**src/hw/rtl/vlrs_pkg.sv**
```systemverilog
// Package for the variable length record stack.
// Holds field widths, operation codes, transaction payload types and defaults.
// No dependencies.
`default_nettype none

package vlrs_pkg;

	localparam int DATA_W = 8;
	localparam int LEN_W = 10;
	localparam int WANT_W = 6;
	localparam int FREE_W = 11;
	localparam int MAX_COPY = 63;

	localparam int STORE_BYTES_DEF = 1024;
	localparam int HEADER_BYTES_DEF = 2;

	typedef enum logic [1:0] {
		FUNC_PUSH  = 2'd0,
		FUNC_POP   = 2'd1,
		FUNC_PEEK  = 2'd2,
		FUNC_CLEAR = 2'd3
	} func_t;

	typedef struct packed {
		func_t               func;
		logic [DATA_W-1:0]   data_byte;
		logic [LEN_W-1:0]    elem_len;
		logic [WANT_W-1:0]   want_len;
	} cmd_item_t;

	typedef struct packed {
		logic                ok;
		logic                byte_valid;
		logic [DATA_W-1:0]   data_out;
		logic                last;
		logic                empty_res;
		logic [FREE_W-1:0]   free_bytes;
	} rsp_item_t;

	typedef enum logic [2:0] {
		ST_IDLE,
		ST_HDR_WR,
		ST_HDR_RD,
		ST_HDR_LAST,
		ST_CLAMP,
		ST_SETUP,
		ST_BYTE_RD,
		ST_BYTE_OUT
	} state_t;

endpackage

`default_nettype wire

```
**src/hw/rtl/vlrs_if.sv**
```systemverilog
// Valid/ready channel interfaces for the record stack command and response.
// Depends on vlrs_pkg for the payload types.
`default_nettype none

interface vlrs_cmd_if;
	import vlrs_pkg::*;
	logic      valid;
	logic      ready;
	cmd_item_t data;
	modport source (output valid, output data, input ready);
	modport sink (input valid, input data, output ready);
endinterface

interface vlrs_rsp_if;
	import vlrs_pkg::*;
	logic      valid;
	logic      ready;
	rsp_item_t data;
	modport source (output valid, output data, input ready);
	modport sink (input valid, input data, output ready);
endinterface

`default_nettype wire

```
**src/hw/rtl/vlrs_ctrl.sv**
```systemverilog
// Sequencer of the record stack: push streaming, header write and read,
// byte walk-out and the response register. Depends on vlrs_pkg and vlrs_if.
`default_nettype none

module vlrs_ctrl import vlrs_pkg::*; #(
	parameter int STORE_BYTES = STORE_BYTES_DEF,
	parameter int HEADER_BYTES = HEADER_BYTES_DEF,
	parameter int AW = $clog2(STORE_BYTES)
) (
	input  wire logic          clk,
	input  wire logic          arst_n,
	vlrs_cmd_if.sink           cmd,
	vlrs_rsp_if.source         rsp,
	output logic               mem_we,
	output logic [AW-1:0]      mem_waddr,
	output logic [7:0]         mem_wdata,
	output logic               mem_re,
	output logic [AW-1:0]      mem_raddr,
	input  wire logic [7:0]    mem_rdata
);

	localparam int TW = $clog2(STORE_BYTES + 1);
	localparam int PW = ((TW > LEN_W) ? TW : LEN_W) + 1;
	localparam int SW = 8 * HEADER_BYTES;
	localparam int CMPW = (SW > TW) ? SW : TW;
	localparam int NMW = (TW > WANT_W) ? TW : WANT_W;
	localparam int HIW = (HEADER_BYTES > 1) ? $clog2(HEADER_BYTES) : 1;

	state_t            state_q, state_n;
	logic [TW-1:0]     top_q, top_n;
	logic [LEN_W-1:0]  rcv_q, rcv_n;
	logic              refuse_q, refuse_n;
	logic              ov_q, ov_n;
	logic              hv_s1;
	logic [HIW-1:0]    hidx_s1;

	logic [LEN_W-1:0]  len_q, len_n;
	logic [AW-1:0]     hbase_q, hbase_n;
	logic [HIW-1:0]    hidx_q, hidx_n;
	logic [TW-1:0]     below_q, below_n;
	logic [WANT_W-1:0] want_q, want_n;
	logic              pop_q, pop_n;
	logic [SW-1:0]     stored_q, stored_n;
	logic [TW-1:0]     clamp_q, clamp_n;
	logic [TW-1:0]     start_q, start_n;
	logic [WANT_W-1:0] n_q, n_n;
	logic [WANT_W-1:0] k_q, k_n;
	rsp_item_t         out_q, out_n;

	logic              out_free;
	logic              cmd_ready;
	logic              load;
	logic              res_ok;
	logic              res_bv;
	logic [7:0]        res_data;
	logic              res_last;
	logic              first;
	logic [LEN_W-1:0]  plen;
	logic              pref;
	logic              fits;
	logic              over;
	logic [TW-1:0]     free_now;
	logic [LEN_W-1:0]  rcv_inc;
	logic [WANT_W-1:0] nv;

	assign out_free = !ov_q || rsp.ready;
	assign cmd_ready = (state_q == ST_IDLE) && out_free;
	assign cmd.ready = cmd_ready;
	assign rsp.valid = ov_q;
	assign rsp.data = out_q;

	assign free_now = TW'(STORE_BYTES) - top_q;
	assign fits = (LEN_W'(cmd.data.elem_len >> (8 * HEADER_BYTES))) == '0;
	assign over = (PW'(HEADER_BYTES) + PW'(cmd.data.elem_len)) > PW'(free_now);
	assign first = (rcv_q == '0);
	assign plen = first ? cmd.data.elem_len : len_q;
	assign pref = first ? (!fits || over) : refuse_q;
	assign rcv_inc = rcv_q + LEN_W'(1);

	always_comb begin
		state_n = state_q;
		top_n = top_q;
		rcv_n = rcv_q;
		refuse_n = refuse_q;
		len_n = len_q;
		hbase_n = hbase_q;
		hidx_n = hidx_q;
		below_n = below_q;
		want_n = want_q;
		pop_n = pop_q;
		stored_n = stored_q;
		clamp_n = clamp_q;
		start_n = start_q;
		n_n = n_q;
		k_n = k_q;
		nv = '0;
		load = 1'b0;
		res_ok = 1'b1;
		res_bv = 1'b0;
		res_data = '0;
		res_last = 1'b1;
		mem_we = 1'b0;
		mem_waddr = '0;
		mem_wdata = '0;
		mem_re = 1'b0;
		mem_raddr = '0;

		if (hv_s1) begin
			stored_n = stored_q | (SW'(mem_rdata) << (8 * hidx_s1));
		end

		unique case (state_q)
			ST_IDLE: begin
				if (cmd.valid && cmd_ready) begin
					if (cmd.data.func == FUNC_PUSH) begin
						if (plen != '0 && !pref) begin
							mem_we = 1'b1;
							mem_waddr = AW'(PW'(top_q) + PW'(rcv_q));
							mem_wdata = cmd.data.data_byte;
						end
						if (plen != '0 && rcv_inc < plen) begin
							rcv_n = rcv_inc;
							len_n = plen;
							refuse_n = pref;
						end else begin
							rcv_n = '0;
							refuse_n = 1'b0;
							load = 1'b1;
							if (pref) begin
								res_ok = 1'b0;
							end else begin
								top_n = TW'(PW'(top_q) + PW'(plen) + PW'(HEADER_BYTES));
								hbase_n = AW'(PW'(top_q) + PW'(plen));
								len_n = plen;
								hidx_n = '0;
								state_n = ST_HDR_WR;
							end
						end
					end else begin
						rcv_n = '0;
						refuse_n = 1'b0;
						if (cmd.data.func == FUNC_CLEAR) begin
							top_n = '0;
							load = 1'b1;
						end else if (top_q == '0) begin
							load = 1'b1;
							res_ok = 1'b0;
						end else begin
							below_n = (top_q >= TW'(HEADER_BYTES)) ?
								top_q - TW'(HEADER_BYTES) : '0;
							want_n = cmd.data.want_len;
							pop_n = (cmd.data.func == FUNC_POP);
							stored_n = '0;
							hidx_n = '0;
							state_n = ST_HDR_RD;
						end
					end
				end
			end
			ST_HDR_WR: begin
				mem_we = 1'b1;
				mem_waddr = hbase_q + AW'(hidx_q);
				mem_wdata = 8'(len_q >> (8 * hidx_q));
				if (hidx_q == HIW'(HEADER_BYTES - 1)) begin
					state_n = ST_IDLE;
				end else begin
					hidx_n = hidx_q + HIW'(1);
				end
			end
			ST_HDR_RD: begin
				mem_re = 1'b1;
				mem_raddr = AW'(below_q + TW'(hidx_q));
				if (hidx_q == HIW'(HEADER_BYTES - 1)) begin
					state_n = ST_HDR_LAST;
				end else begin
					hidx_n = hidx_q + HIW'(1);
				end
			end
			ST_HDR_LAST: begin
				state_n = ST_CLAMP;
			end
			ST_CLAMP: begin
				clamp_n = (CMPW'(stored_q) > CMPW'(below_q)) ? below_q : TW'(stored_q);
				state_n = ST_SETUP;
			end
			ST_SETUP: begin
				start_n = below_q - clamp_q;
				nv = (NMW'(clamp_q) < NMW'(want_q)) ? WANT_W'(clamp_q) : want_q;
				if (nv > WANT_W'(MAX_COPY)) begin
					nv = WANT_W'(MAX_COPY);
				end
				if (pop_q) begin
					top_n = start_n;
				end
				if (nv == '0) begin
					load = 1'b1;
					state_n = ST_IDLE;
				end else begin
					n_n = nv;
					k_n = '0;
					state_n = ST_BYTE_RD;
				end
			end
			ST_BYTE_RD: begin
				mem_re = 1'b1;
				mem_raddr = AW'(start_q + TW'(k_q));
				state_n = ST_BYTE_OUT;
			end
			ST_BYTE_OUT: begin
				if (out_free) begin
					load = 1'b1;
					res_bv = 1'b1;
					res_data = mem_rdata;
					res_last = ((k_q + WANT_W'(1)) == n_q);
					k_n = k_q + WANT_W'(1);
					state_n = res_last ? ST_IDLE : ST_BYTE_RD;
				end
			end
			default: begin
				state_n = ST_IDLE;
			end
		endcase

		out_n.ok = res_ok;
		out_n.byte_valid = res_bv;
		out_n.data_out = res_data;
		out_n.last = res_last;
		out_n.empty_res = (top_n == '0);
		out_n.free_bytes = FREE_W'(TW'(STORE_BYTES) - top_n);

		if (load) begin
			ov_n = 1'b1;
		end else if (rsp.ready) begin
			ov_n = 1'b0;
		end else begin
			ov_n = ov_q;
		end
	end

	always_ff @(posedge clk or negedge arst_n) begin
		if (!arst_n) begin
			state_q <= ST_IDLE;
			top_q <= '0;
			rcv_q <= '0;
			refuse_q <= 1'b0;
			ov_q <= 1'b0;
			hv_s1 <= 1'b0;
		end else begin
			state_q <= state_n;
			top_q <= top_n;
			rcv_q <= rcv_n;
			refuse_q <= refuse_n;
			ov_q <= ov_n;
			hv_s1 <= (state_q == ST_HDR_RD);
		end
	end

	always_ff @(posedge clk) begin
		hidx_s1 <= hidx_q;
		len_q <= len_n;
		hbase_q <= hbase_n;
		hidx_q <= hidx_n;
		below_q <= below_n;
		want_q <= want_n;
		pop_q <= pop_n;
		stored_q <= stored_n;
		clamp_q <= clamp_n;
		start_q <= start_n;
		n_q <= n_n;
		k_q <= k_n;
		if (load) begin
			out_q <= out_n;
		end
	end

endmodule

`default_nettype wire

```
**src/flat_wrapper.sv**
```systemverilog
// flat-port wrapper written by rule: the top's interface ports become plain ports
module vlrs_ctrl_flat import vlrs_pkg::*;
#(
	parameter int STORE_BYTES = STORE_BYTES_DEF,
	parameter int HEADER_BYTES = HEADER_BYTES_DEF,
	parameter int AW = $clog2(STORE_BYTES)
)
  (clk, arst_n, mem_we, mem_waddr, mem_wdata, mem_re, mem_raddr, mem_rdata, cmd_valid, cmd_data, cmd_ready, rsp_valid, rsp_data, rsp_ready);
  vlrs_cmd_if cmd_i ();
  vlrs_rsp_if rsp_i ();
  input  wire logic clk;
  input  wire logic arst_n;
  output logic mem_we;
  output logic [AW-1:0] mem_waddr;
  output logic [7:0] mem_wdata;
  output logic mem_re;
  output logic [AW-1:0] mem_raddr;
  input  wire logic [7:0] mem_rdata;
  input wire logic [$bits(cmd_i.valid)-1:0] cmd_valid;
  input wire logic [$bits(cmd_i.data)-1:0] cmd_data;
  output wire logic [$bits(cmd_i.ready)-1:0] cmd_ready;
  output wire logic [$bits(rsp_i.valid)-1:0] rsp_valid;
  output wire logic [$bits(rsp_i.data)-1:0] rsp_data;
  input wire logic [$bits(rsp_i.ready)-1:0] rsp_ready;
  assign cmd_i.valid = cmd_valid;
  assign cmd_i.data = cmd_data;
  assign cmd_ready = cmd_i.ready;
  assign rsp_valid = rsp_i.valid;
  assign rsp_data = rsp_i.data;
  assign rsp_i.ready = rsp_ready;
  vlrs_ctrl #(.STORE_BYTES(STORE_BYTES), .HEADER_BYTES(HEADER_BYTES), .AW(AW)) u_core (.clk(clk), .arst_n(arst_n), .cmd(cmd_i), .rsp(rsp_i), .mem_we(mem_we), .mem_waddr(mem_waddr), .mem_wdata(mem_wdata), .mem_re(mem_re), .mem_raddr(mem_raddr), .mem_rdata(mem_rdata));
endmodule
```
**config.mk**
```make
export PLATFORM = sky130hd
export DESIGN_NAME = vlrs_ctrl_flat
export DESIGN_NICKNAME = d
export VERILOG_FILES = /design/src/hw/rtl/vlrs_pkg.sv /design/src/hw/rtl/vlrs_if.sv /design/src/hw/rtl/vlrs_ctrl.sv /design/src/flat_wrapper.sv
export SDC_FILE = /design/constraint.sdc
export NUM_CORES = 1
export LEC_CHECK = 0
export ABC_CLOCK_PERIOD_IN_PS = 7300
export BUFFER_PORTS_ARGS = -buffer_cell sky130_fd_sc_hd__buf_2
export CORE_MARGIN = 4
export CORE_UTILIZATION = 55
export CTS_CLUSTER_SIZE = 10
export DETAILED_ROUTE_END_ITERATION = 12
export PLACE_DENSITY = 0.75
export SLEW_MARGIN = 30
export SYNTH_ARGS = -nofsm -noshare
export SYNTH_HDL_FRONTEND = slang
export SYNTH_SLANG_ARGS = --single-unit
```
**constraint.sdc**
```tcl
create_clock -name clk -period 7.3 [get_ports clk]
set_clock_uncertainty 0.2 [all_clocks]
set_input_delay 1.095 -clock clk [delete_from_list [all_inputs] [get_ports clk]]
set_output_delay 1.095 -clock clk [all_outputs]
set_load 0.01 [all_outputs]
```
* Yosys cells after proc, flatten, opt, wreduce, memory -nomap -nowiden
Index checks and enable logic that the tools add are counted.
Word-level totals: output and inout bits 55, register bits 139
Operators by class: reductions and logical operators 28, bitwise logic cells 7, mux-type cells 77, shift operators 2, add/sub/neg operators 14, magnitude comparators 6, equality and inequality tests 20
Operators with widths (number):
- $mux 16 | 6
- $mux 10 | 8
- $mux 11 | 7
- $pmux 10 s2 | 2
- $mux 3 | 11
- $mux 6 | 5
- $mux 1 | 28
- $mux 8 | 3
- $pmux 3 s8 | 1
- $logic_not 11->1 | 2
- $pmux 11 s2 | 1
- $sub 11x11->11 const A | 2
- $add 10x1->10 | 2
- $gt 16x11->1 | 1
- $or 16x16->16 | 1
- $pmux 8 s2 | 1
- $shl 8x4->16 | 1
- $eq 3x3->1 const B | 4
- $gt 12x11->1 | 1
- $ne 3x3->1 const B | 4
- $pmux 6 s2 | 1
- $add 11x10->11 | 1
- $add 11x2->11 const B | 1
- $add 2x10->11 const A | 1
- 38 further kinds | 59

* Logic depth before layout (Yosys ltp)
Gate-level depths: netlist of the first run.
word-level depth 10, mapped depth 24, gate-level depth less buffers 22

* Least setup slack after synthesis of the first run
Ideal clock, no wire load.
kind reg2reg, start point register u_core.rcv_q[1], end point register u_core.out_q (netlist bit u_core.rsp.data[10]) (data pin), required time 6.842 ns, library setup time 0.258 ns, slack 1.910 ns, path buffers 1, period minus slack after synthesis 5.390 ns, arrival time 4.932 ns, cell stages (with the launch flop) 19, path through dfrtp_1 -> inv_1 -> ha_1 -> nor4b_2 -> nand3_1 -> clkbuf_1 -> mux2_2 -> inv_1 -> ha_1 -> and4_1 -> or3b_1 -> nor3b_1 -> nor4b_2 -> nor4_1 -> and3_4 -> a211oi_4 -> nand4_1 -> a2111o_1 -> xnor2_1
RTL lines:
- start: declaration | RTL line vlrs_ctrl.sv:31 | logic [LEN_W-1:0] rcv_q, rcv_n;
- start signal: assignment | RTL line vlrs_ctrl.sv:251 | rcv_q <= rcv_n;
- end signal: assignment | RTL line vlrs_ctrl.sv:272 | out_q <= out_n;
- end: declaration | RTL line vlrs_ctrl.sv:48 | rsp_item_t out_q, out_n;

==> flow_summary.toml, run 1 <==
[outcome]
status = "finished, final reports clean"

[clocking]
cts_buffer_depth = 2
clk_latency_ns = 0.42
clk_pin_slew_worst_paths_ns = 0.07
postCtsHoldBufs = 0
root_buffer = "clkbuf_16"
cts_setup_buffers = 0
cts_tree = "built"
clock_sinks = 139
ctsResizeCount = 0
cts_buffers = 17
h-tree-depth = 4

[worst_setup_path]
critPathKind = "reg2reg"
cp.required_ns = 7.27
reg2reg_depth = 21
crit_start = "u_core.rcv_q[1]"
cp-start-kind = "flip-flop"
reg2reg_to = "u_core.rsp.data[10]"
arrival_ns = 6.10
worst-path-max-fanout = 14
rrSetupSlack_ns = 1.18
r2r-start = "u_core.rcv_q[1]"
cp-end-kind = "flip-flop"
endpoint = "u_core.rsp.data[10]"

[place]
dpl-instance-area_um2 = 10900
dp_hpwl_um = 21700
portBuffers = 92
gp_congestion = 0.953

[global_routing]
track_usage_pct = 28.0
grt_max_degree = 34
grt_pass1_vias = 8331
grt_first_pass_wirelength_um = 45200
grt-ovfl-total = 0
antenna_found_initial = 0

[final_layout]
layout-drive-gt1-share_pct = 14.9
diodes = 0
final_cell_mix = "nor2_1 (99), edfxtp_1 (95), buf_2 (92)"
area_delta_synth_final_pct = 12.3
final_common_cell = "nor2_1"
final_nets = 1293
final_util_pct = 63.6
finalInstanceArea_um2 = 11500

[timing]
fin_crit_sh_pct = 83.9
final-max-slew-violation-count = 0
max_freq_mhz = 163
max_slew.worst_pin.slew_ns = 1.00
setup_viol = 0
rsz0062_at_grt = "no"
finalSetupTns_ns = 0
hold_viol = 0
layout_min_cycle_time_ns = 6.12
slew-limit-headroom_pct = 32.9

[yosys]
ys_seq_area_share_pct = 37.6
yosysUniqueCellTypes = 77
synth_edf_count = 95
synthesis.area_um2 = 10300
synth_flop_cell = "edfxtp_1"
synth_fp_nets = 1216
async_flop_share_pct = 19.4
yosys_warnings = 0
avgSynthCellArea_um2 = 9.47
syn_inst = 1085
ys_ff_latch = 139

[pwr]
power_leakage_nw = 4.88
power_density_nw_per_um2 = 427
ir_drop_mv = 0.262

[route]
dr_total_vias = 8751
vias_per_cell = 6.23
ant_nets = 0
first_pass_iters = 5
route.detailed.drc = 0
drt-initial-drc-count = 884
routed_wl_um = 28800
routedWlPerCell_um = 20.5

[floorplanning]
die_h_um = 145
dieArea_um2 = 20900
core_um2 = 18100
fp-row-count = 49
fp.dieW_um = 145
io_pins = 93
start_util_pct = 56.6

[hold_path]
hold_path_depth = 2
min_path_type = "reg2reg"

[job]
cap_violations = 0
## worst min path at each step
stage                              startpoint             endpoint  slack [ns]
final                     u_core.stored_q[13]  u_core.stored_q[13]        0.26
after global routing      u_core.stored_q[13]  u_core.stored_q[13]        0.31
after CTS                 u_core.stored_q[13]  u_core.stored_q[13]        0.27
after floorplan           u_core.stored_q[13]  u_core.stored_q[13]        0.23
after global placement    u_core.stored_q[13]  u_core.stored_q[13]        0.24
after detailed placement  u_core.stored_q[13]  u_core.stored_q[13]        0.25
## cells by family (layout without fill, tap and decap cells)
kind of cell | count (synthesis) | count (layout) | share of synthesized area (%)
multiplexers | 18 | 18 | 1.90
buffers and inverters | 127 | 217 | 5.00
AO/OA/AOI/OAI | 245 | 245 | 17.2
AND/OR/NAND/NOR | 365 | 365 | 18.3
flip-flops | 139 | 139 | 37.6
XOR/XNOR | 98 | 98 | 8.35
adder cells (fa/ha/maj) | 93 | 93 | 11.6
## stage by stage
stage	total power, mW	setup slack, ns	instances	hold slack [ns]
6_report	4.93	1.18	1404	0.262
2_1_floorplan	3.22	1.91	1085	0.229
4_1_cts	4.88	1.27	1404	0.266
3_5_place_dp	3.99	1.25	1372	0.250
3_3_place_gp	3.96	1.53	1372	0.240
5_1_grt	5.27	0.781	1404	0.311
## worst max-delay path, stage by stage (launching register included)
cell and delay, ns:
dfrtp_1 0.46, inv_1 0.11, ha_1 0.14, nor4b_2 0.27
nand3_1 0.53, mux2_2 0.42, inv_1 0.05, ha_1 0.31
and4_1 0.24, or3b_1 0.36, nor3b_1 0.35, nor4b_4 0.14
o41a_1 0.43, a211oi_1 0.66, inv_1 0.10, ha_1 0.24
nand2_1 0.09, a2111oi_0 0.08, a211o_1 0.30, nand3_1 0.16
a2111o_1 0.16, xnor2_1 0.07
## Yosys cell counts, types with 7 or more instances
| cell | instances | area, um2 |
|---|---|---|
| nand4_1 | 15 | 93.8 |
| and2_1 | 14 | 87.6 |
| a21oi_1 | 57 | 285 |
| a32o_1 | 8 | 80.1 |
| nor4_1 | 13 | 81.3 |
| a211oi_1 | 10 | 75.1 |
| nand2b_1 | 10 | 62.6 |
| nor2_1 | 99 | 372 |
| nor2b_1 | 12 | 75.1 |
| o21ai_0 | 31 | 155 |
| a31oi_1 | 10 | 62.6 |
| a22o_1 | 9 | 78.8 |
| or2_2 | 8 | 50.1 |
| inv_1 | 81 | 304 |
| a311o_1 | 11 | 110 |
| dfrtp_1 | 27 | 676 |
| edfxtp_1 | 95 | 2850 |
| o221ai_1 | 10 | 87.6 |
| mux2_2 | 12 | 135 |
| nor4b_1 | 12 | 105 |
| clkbuf_1 | 37 | 139 |
| a21o_1 | 22 | 165 |
| and3_1 | 13 | 81.3 |
| xnor2_1 | 65 | 569 |
| dfxtp_1 | 17 | 340 |
| xor2_1 | 33 | 289 |
| nand2_1 | 64 | 240 |
| nand3_1 | 51 | 255 |
| ha_1 | 89 | 1110 |
| a22oi_1 | 9 | 67.6 |
| nor3b_1 | 7 | 52.6 |
| nor3_1 | 22 | 110 |
## cell type report
class | instances | area, um2
inverter | 81 | 304
timing repair buffer | 104 | 551
fill | 1516 | 6610
clock buffer | 19 | 464
multi-input combinational | 819 | 5950
clock inverter | 13 | 120
sequential | 139 | 3870
tap | 229 | 287
## sequential cells by signal, summed over array words and instances (netlist names)
register and flops:
u_core.n_q 6, u_core.rcv_q 10, u_core.hbase_q 10, u_core.below_q 11, u_core.pop_q 1, u_core.want_q 6, u_core.k_q 6, u_core.rsp.data 23
u_core.top_q 11, u_core.state_q 3, u_core.hidx_s1 1, u_core.refuse_q 1, u_core.rsp.valid 1, u_core.hidx_q 1, u_core.clamp_q 11, u_core.stored_q 16
u_core.start_q 10, u_core.len_q 10, u_core.hv_s1 1
## routing by layer
metal / GRT usage [%] / up-vias / part of all wire, %
met4: 7.61 / 0 / 1.7
met5: 0 / - / 0
li1: - / 4157 / -
met1: 41.7 / 4176 / 46
met3: 7.26 / 39 / 9.7
met2: 40.5 / 379 / 43
## report_power, final
part,internal (mW),total (mW),switching [mW]
logic,1.02,2.61,1.59
clock network,0.480,0.866,0.386
registers,1.16,1.46,0.293
No activity file was read; power rests on OpenSTA's default activity.
==> run 2: changes to the inputs <==
--- a/config.mk
+++ b/config.mk
@@ -5,7 +5,7 @@
 export SDC_FILE = /design/constraint.sdc
 export NUM_CORES = 1
 export LEC_CHECK = 0
-export ABC_CLOCK_PERIOD_IN_PS = 7300
+export ABC_CLOCK_PERIOD_IN_PS = 6400
 export BUFFER_PORTS_ARGS = -buffer_cell sky130_fd_sc_hd__buf_2
 export CORE_MARGIN = 4
 export CORE_UTILIZATION = 55
==> constraint.sdc (replaced) <==
create_clock -name clk -period 6.4 [get_ports clk]
set_clock_uncertainty 0.2 [all_clocks]
set_input_delay 0.96 -clock clk [delete_from_list [all_inputs] [get_ports clk]]
set_output_delay 0.96 -clock clk [all_outputs]
set_load 0.01 [all_outputs]
==> run 2 against run 1 <==
  * Combinational power up 13%
  * Non-clock buffer count up 1
  * Count of clock-buffer cells in the layout unchanged
  * Sequential share of layout area about the same
  * Largest cell class unchanged
  * Die area unchanged
  * Sequential power up 16%
  * Wire length down 1.5%
  * Utilization up 0.076 points
  * Cell count about the same
  * Design area up 0.12%
  * Via count up 1.8%
  * Largest power group unchanged
==> flow_summary.toml, run 2 (same netlist as run 1, synthesis figures left out) <==
[worst_setup_path]
crit_slowest_cell = "dfrtp_1"
worstPathCellList = "inv_1 -> ha_1 -> nor4b_2 -> nand3_4 -> mux2_2 -> inv_1 -> ha_1 -> and4_1 -> or3b_1 -> nor3b_1 -> nor4b_4 -> buf_4 -> o31ai_1 -> a211oi_1 -> inv_1 -> ha_1 -> nand2_1 -> a2111oi_0 -> a211o_1 -> nand3_1 -> a2111o_1 -> xnor2_1"
worst-path-max-fanout = 18
critPathKind = "reg2reg"
cpPeakStageDelay_ns = 0.48
cp-start-kind = "flip-flop"
arrival_ns = 6.07
cp.required_ns = 6.39
cp-end-kind = "flip-flop"

[pwr]
p_sw_mw = 2.59
seqPwrFrac_pct = 30.0
p_sw_share_pct = 46.0
power.total_mw = 5.63
internal_power_mw = 3.04
ir_drop_mv = 0.253
power_frac_clock_pct = 17.5
comb_power_share_pct = 52.5
power_density_nw_per_um2 = 487
power_leakage_nw = 4.89

[route]
routed_wl_um = 28400
vias_per_cell = 6.34
first_pass_iters = 6
ant_nets = 0
dr_total_vias = 8910
route.detailed.drc = 0
routedWlPerCell_um = 20.2
drt-initial-drc-count = 960

[final_layout]
final_cell_mix = "nor2_1 (99), edfxtp_1 (95), buf_2 (92)"
area_delta_synth_final_pct = 12.4
final_nets = 1294
diodes = 0
layout-drive-gt1-share_pct = 15.2
largest_reg_flops = 23
fill_cells = 1490
multi_input_area_um2 = 5960
final_common_cell = "nor2_1"
register_area_um2 = 3870

[place]
dp_hpwl_um = 21300
portBuffers = 92
pre_cts_ws_ns = 0.286
gp_congestion = 1.01

[clocking]
clk_latency_ns = 0.43
h-tree-depth = 4
cts_tree = "built"
clock_sinks = 139
postCtsHoldBufs = 0
cts_buffer_depth = 2
cts_setup_buffers = 0
root_buffer = "clkbuf_16"
clk_pin_slew_worst_paths_ns = 0.07
cts_buffers = 17

[timing]
fin_crit_sh_pct = 95.0
final-max-slew-violation-count = 0
layout_min_cycle_time_ns = 6.08
hold_viol = 0
finalSetupTns_ns = 0
rsz0062_at_grt = "no"
slew-limit-headroom_pct = 36.4
fin_ws_ns = 0.319
max_freq_mhz = 164
max_slew.worst_pin.slew_ns = 0.954
setup_viol = 0

[hold_path]
min_path_type = "reg2reg"

[global_routing]
track_usage_pct = 27.5
grt-ovfl-total = 0
antenna_found_initial = 1
grt_pass1_vias = 8222
grt_max_degree = 34
grt_first_pass_wirelength_um = 44300

[floorplanning]
start_util_pct = 56.6
dieArea_um2 = 20900
io_pins = 93
core_um2 = 18100
fp.dieW_um = 145
fp-row-count = 49
die_h_um = 145

[job]
cap_violations = 0

[outcome]
status = "finished, final reports clean"
run 2: power by group through the flow:
stage                     Combinational, mW  Clock, mW  Sequential, mW
after floorplan                        2.16          0            1.51
after global placement                 2.80          0            1.68
after detailed placement               2.86          0            1.69
after CTS                              2.89      0.989            1.67
after global routing                   3.25       1.03            1.71
final                                  2.95      0.987            1.69
run 2: routing by layer:
metal	GRT usage, %	up-vias	wire, um	share of wire [%]
met5	0	-	0	0
met4	7.31	0	533	1.9
met3	7.23	54	2740	9.6
met2	39.9	403	12300	43
met1	40.8	4280	12900	45
li1	-	4173	-	-
run 2: final cells by class:
cell class / instances / share of cell area (%)
Inverter: 81 / 2.63
Multi-Input combinational cell: 819 / 51.5
Clock inverter: 13 / 1.01
Sequential cell: 139 / 33.5
Tap cell: 229 / 2.48
Clock buffer: 19 / 4.02
Timing Repair Buffer: 105 / 4.83
run 2: worst paths after layout:
check | start | endpoint | slack [ns] | cells past startpoint
max | u_core.rcv_q[0] | u_core.rsp.data[10] | 0.32 | 22
min | u_core.stored_q[13] | u_core.stored_q[13] | 0.26 | 2
max reg2reg | u_core.rcv_q[0] | u_core.rsp.data[10] | 0.32 | 22
min reg2reg | u_core.stored_q[13] | u_core.stored_q[13] | 0.26 | 2
max in group asynchronous | arst_n | u_core.state_q[2] | 5.11 | 1
min in group asynchronous | arst_n | u_core.top_q[5] | 0.37 | 1
run 2: what timing repair did:
item,4_1_cts,5_1_grt
gates resized for setup,0,2
endpoints found under the setup margin,0,5
endpoints found under the hold margin,0,0
run 2: through the flow:
step / utilization (%) / instance area [um2] / hold WS (ns) / instances
floorplan: - / 10300 / 0.229 / 1085
global placement: 60.3 / 11000 / 0.240 / 1373
detailed placement: 60.3 / 11000 / 0.252 / 1373
CTS: 63.5 / 11500 / 0.268 / 1405
global route: 63.7 / 11600 / 0.290 / 1405
finish: 63.7 / 11600 / 0.261 / 1405
run 2: critical path: cells and delay by family (launching register included):
kind                       cells  cell delay [ns]
adders and majority gates      3             0.66
buffers and inverters          4             0.48
xor gates and xnor gates       1             0.14
and+or+nand+nor                8             2.03
muxes                          1             0.33
DFF                            1             0.48
AOI/OAI and AO/OA              5             1.52
==> run 3: changes to the inputs <==
--- a/config.mk
+++ b/config.mk
@@ -5,6 +5,7 @@
 export SDC_FILE = /design/constraint.sdc
 export NUM_CORES = 1
 export LEC_CHECK = 0
+export ABC_AREA = 1
 export ABC_CLOCK_PERIOD_IN_PS = 6400
 export BUFFER_PORTS_ARGS = -buffer_cell sky130_fd_sc_hd__buf_2
 export CORE_MARGIN = 4
==> run 3 against run 2 <==
  * Sequential power decreased by 9%
  * Critical endpoint is now mem_waddr[7]
  * Critical path type is now reg2out
  * Design area increased by 1.2%
  * Synthesized area increased by 1.1%
==> flow_summary.toml, run 3 <==
[timing]
setup_viol = 0
finalSetupTns_ns = 0
max_slew.worst_pin.slew_ns = 0.794
slew-limit-headroom_pct = 46.9
final-max-slew-violation-count = 0
rsz0062_at_grt = "no"
max_freq_mhz = 171
hold_viol = 0
fin_crit_sh_pct = 91.5
layout_min_cycle_time_ns = 5.86

[worst_setup_path]
worstPathCellList = "inv_1 -> ha_1 -> nand2_1 -> nor2_1 -> nand2_1 -> inv_1 -> nor2_1 -> ha_1 -> nand3_1 -> nor3_1 -> a21oi_1 -> nand2_1 -> nand2_1 -> nor2_1 -> nand3_1 -> inv_1 -> nand2_1 -> o32ai_1 -> buf_2"
crit_family = "simple AND/OR/NAND/NOR gates"
worst-path-buf-inv = 4
path_depth = 19
cp.required_ns = 5.24
worst-path-max-fanout = 14
cp-start-kind = "flip-flop"
arrival_ns = 4.70
reg2reg_depth = 25
crit_slowest_cell = "dfrtp_1"
cp-end-kind = "output port"
cpPeakStageDelay_ns = 0.53
cp_common_cell = "nand2_1"
critPathKind = "reg2out"

[floorplanning]
io_pins = 93
die_h_um = 145
start_util_pct = 55.8
core_um2 = 18600
fp-row-count = 50
fp.dieW_um = 145
dieArea_um2 = 21200

[yosys]
synthesis.area_um2 = 10400
yosysUniqueCellTypes = 54
yosys_warnings = 0
synth_area_leaders = "edfxtp_1 (27%), ha_1 (11%), nand2_1 (10%)"
avgSynthCellArea_um2 = 7.70
yosysTopAreaCellShare_pct = 27.4
synth_flop_cell = "edfxtp_1"
synth.largest_area_cell = "edfxtp_1"
syn_inst = 1350
async_flop_share_pct = 19.4
synth_fp_nets = 1481
yosysMostFrequentCell = "nand2_1"
synthTopCellsByCount = "nand2_1 (287), inv_1 (226), nor2_1 (129)"
synth_edf_count = 95
ys_ff_latch = 139
ys_seq_area_share_pct = 37.2

[pwr]
power_leakage_nw = 5.71
p_sw_share_pct = 49.5
power_frac_clock_pct = 17.5
p_sw_mw = 2.87
comb_power_share_pct = 56.0
power_density_nw_per_um2 = 495
seqPwrFrac_pct = 26.5
ir_drop_mv = 0.402
internal_power_mw = 2.92

[clocking]
ctsResizeCount = 0
cts_buffer_depth = 2
clk_latency_ns = 0.43
clock_sinks = 139
root_buffer = "clkbuf_16"
cts_buffers = 17
h-tree-depth = 4
postCtsHoldBufs = 0
cts_setup_buffers = 0
clk_pin_slew_worst_paths_ns = 0.07
cts_tree = "built"

[hold_path]
hold_path_depth = 2
min_path_type = "reg2reg"

[job]
cap_violations = 0

[route]
top_layer_used = "met4"
drt-initial-drc-count = 1057
routed_wl_um = 30100
wl_met3_um = 3050
routedWlPerCell_um = 17.8
wirelength_met1_um = 13300
wl_met2_um = 13000
ant_nets = 0
dr_total_vias = 9695
route.detailed.drc = 0
first_pass_iters = 8
vias_per_cell = 5.73

[global_routing]
grt_max_degree = 28
grt-ovfl-total = 0
grt_first_pass_wirelength_um = 47800
grt_pass1_vias = 8903
track_usage_pct = 28.5
antenna_found_initial = 0

[final_layout]
final_cell_mix = "nand2_1 (287), inv_1 (226), nor2_1 (126)"
final_nets = 1577
diodes = 0
largest_reg_flops = 23
final_common_cell = "nand2_1"
finalInstanceArea_um2 = 11700
layout-drive-gt1-share_pct = 11.9
area_delta_synth_final_pct = 12.5

[outcome]
status = "finished, final reports clean"

[place]
dpl-instance-area_um2 = 11100
dp_hpwl_um = 23700
gp_congestion = 0.948
portBuffers = 92
run 3: cell types whose count changed in the layout (fill, tap and decap cells not counted), sizes merged, moves of 13 or more:
cell   delta
a21o     -21
a21oi    +14
and2     -13
and3     -13
inv     +146
nand2   +231
nand3    +51
nor2     +44
nor4b    -14
o21ai    +50
xnor2    -58
xor2     +13
run 3: cell families (layout without fill, tap and decap cells):
family / Yosys count / in the layout / synth area share [%]
mux: 1 / 1 / 0.0963
xor+xnor: 53 / 53 / 4.47
flops: 139 / 139 / 37.2
compound gates: 220 / 220 / 12.7
fa+ha+maj: 93 / 93 / 11.5
buf+inv: 258 / 367 / 9.54
simple gates: 586 / 586 / 24.5
run 3: worst paths after layout:
path	startpoint	end	slack [ns]
worst min register to register	u_core.stored_q[12]	u_core.stored_q[12]	0.26
min in group asynchronous	arst_n	u_core.top_q[8]	0.37
worst max register to register	u_core.rcv_q[0]	u_core.rsp.data[10]	1.36
worst min-delay path	u_core.stored_q[12]	u_core.stored_q[12]	0.26
worst max-delay path	u_core.top_q[1]	mem_waddr[7]	0.54
max in group asynchronous	arst_n	u_core.rsp.valid	5.17
run 3: layer usage:
layer | global-route usage, % | vias up
li1 | - | 4681
met1 | 42.1 | 4435
met2 | 42.8 | 503
met3 | 5.45 | 76
met4 | 7.93 | 0
met5 | 0 | -
run 3: power by group through the flow:
stage	combinational [mW]	clock [mW]	sequential [mW]
floorplan	2.35	0	1.42
global placement	3.12	0	1.53
detailed placement	3.18	0	1.54
CTS	3.20	1.02	1.52
global route	3.68	1.07	1.55
finish	3.25	1.01	1.53
run 3: cell type report:
type	count	area (um2)
inverter	238	893
clock inverter	14	148
timing repair buffer	97	498
sequential	139	3870
clock buffer	18	450
tap	234	293
multi-input combinational	953	5550
fill	1694	6950
run 3: through the flow:
step	utilization, %	setup slack, ns	total power, mW	instances	hold WS, ns
after floorplan	-	1.62	3.78	1350	0.231
final	62.7	0.543	5.79	1693	0.258
after global placement	59.5	1.12	4.66	1661	0.246
after CTS	62.7	0.679	5.74	1693	0.263
after detailed placement	59.5	1.06	4.71	1661	0.253
after global routing	62.7	0.245	6.29	1693	0.285
run 3: worst min-delay path: stages, from the launching register on:
cell and delay, ns:
dfxtp_1 0.30, inv_1 0.05, a21oi_1 0.06
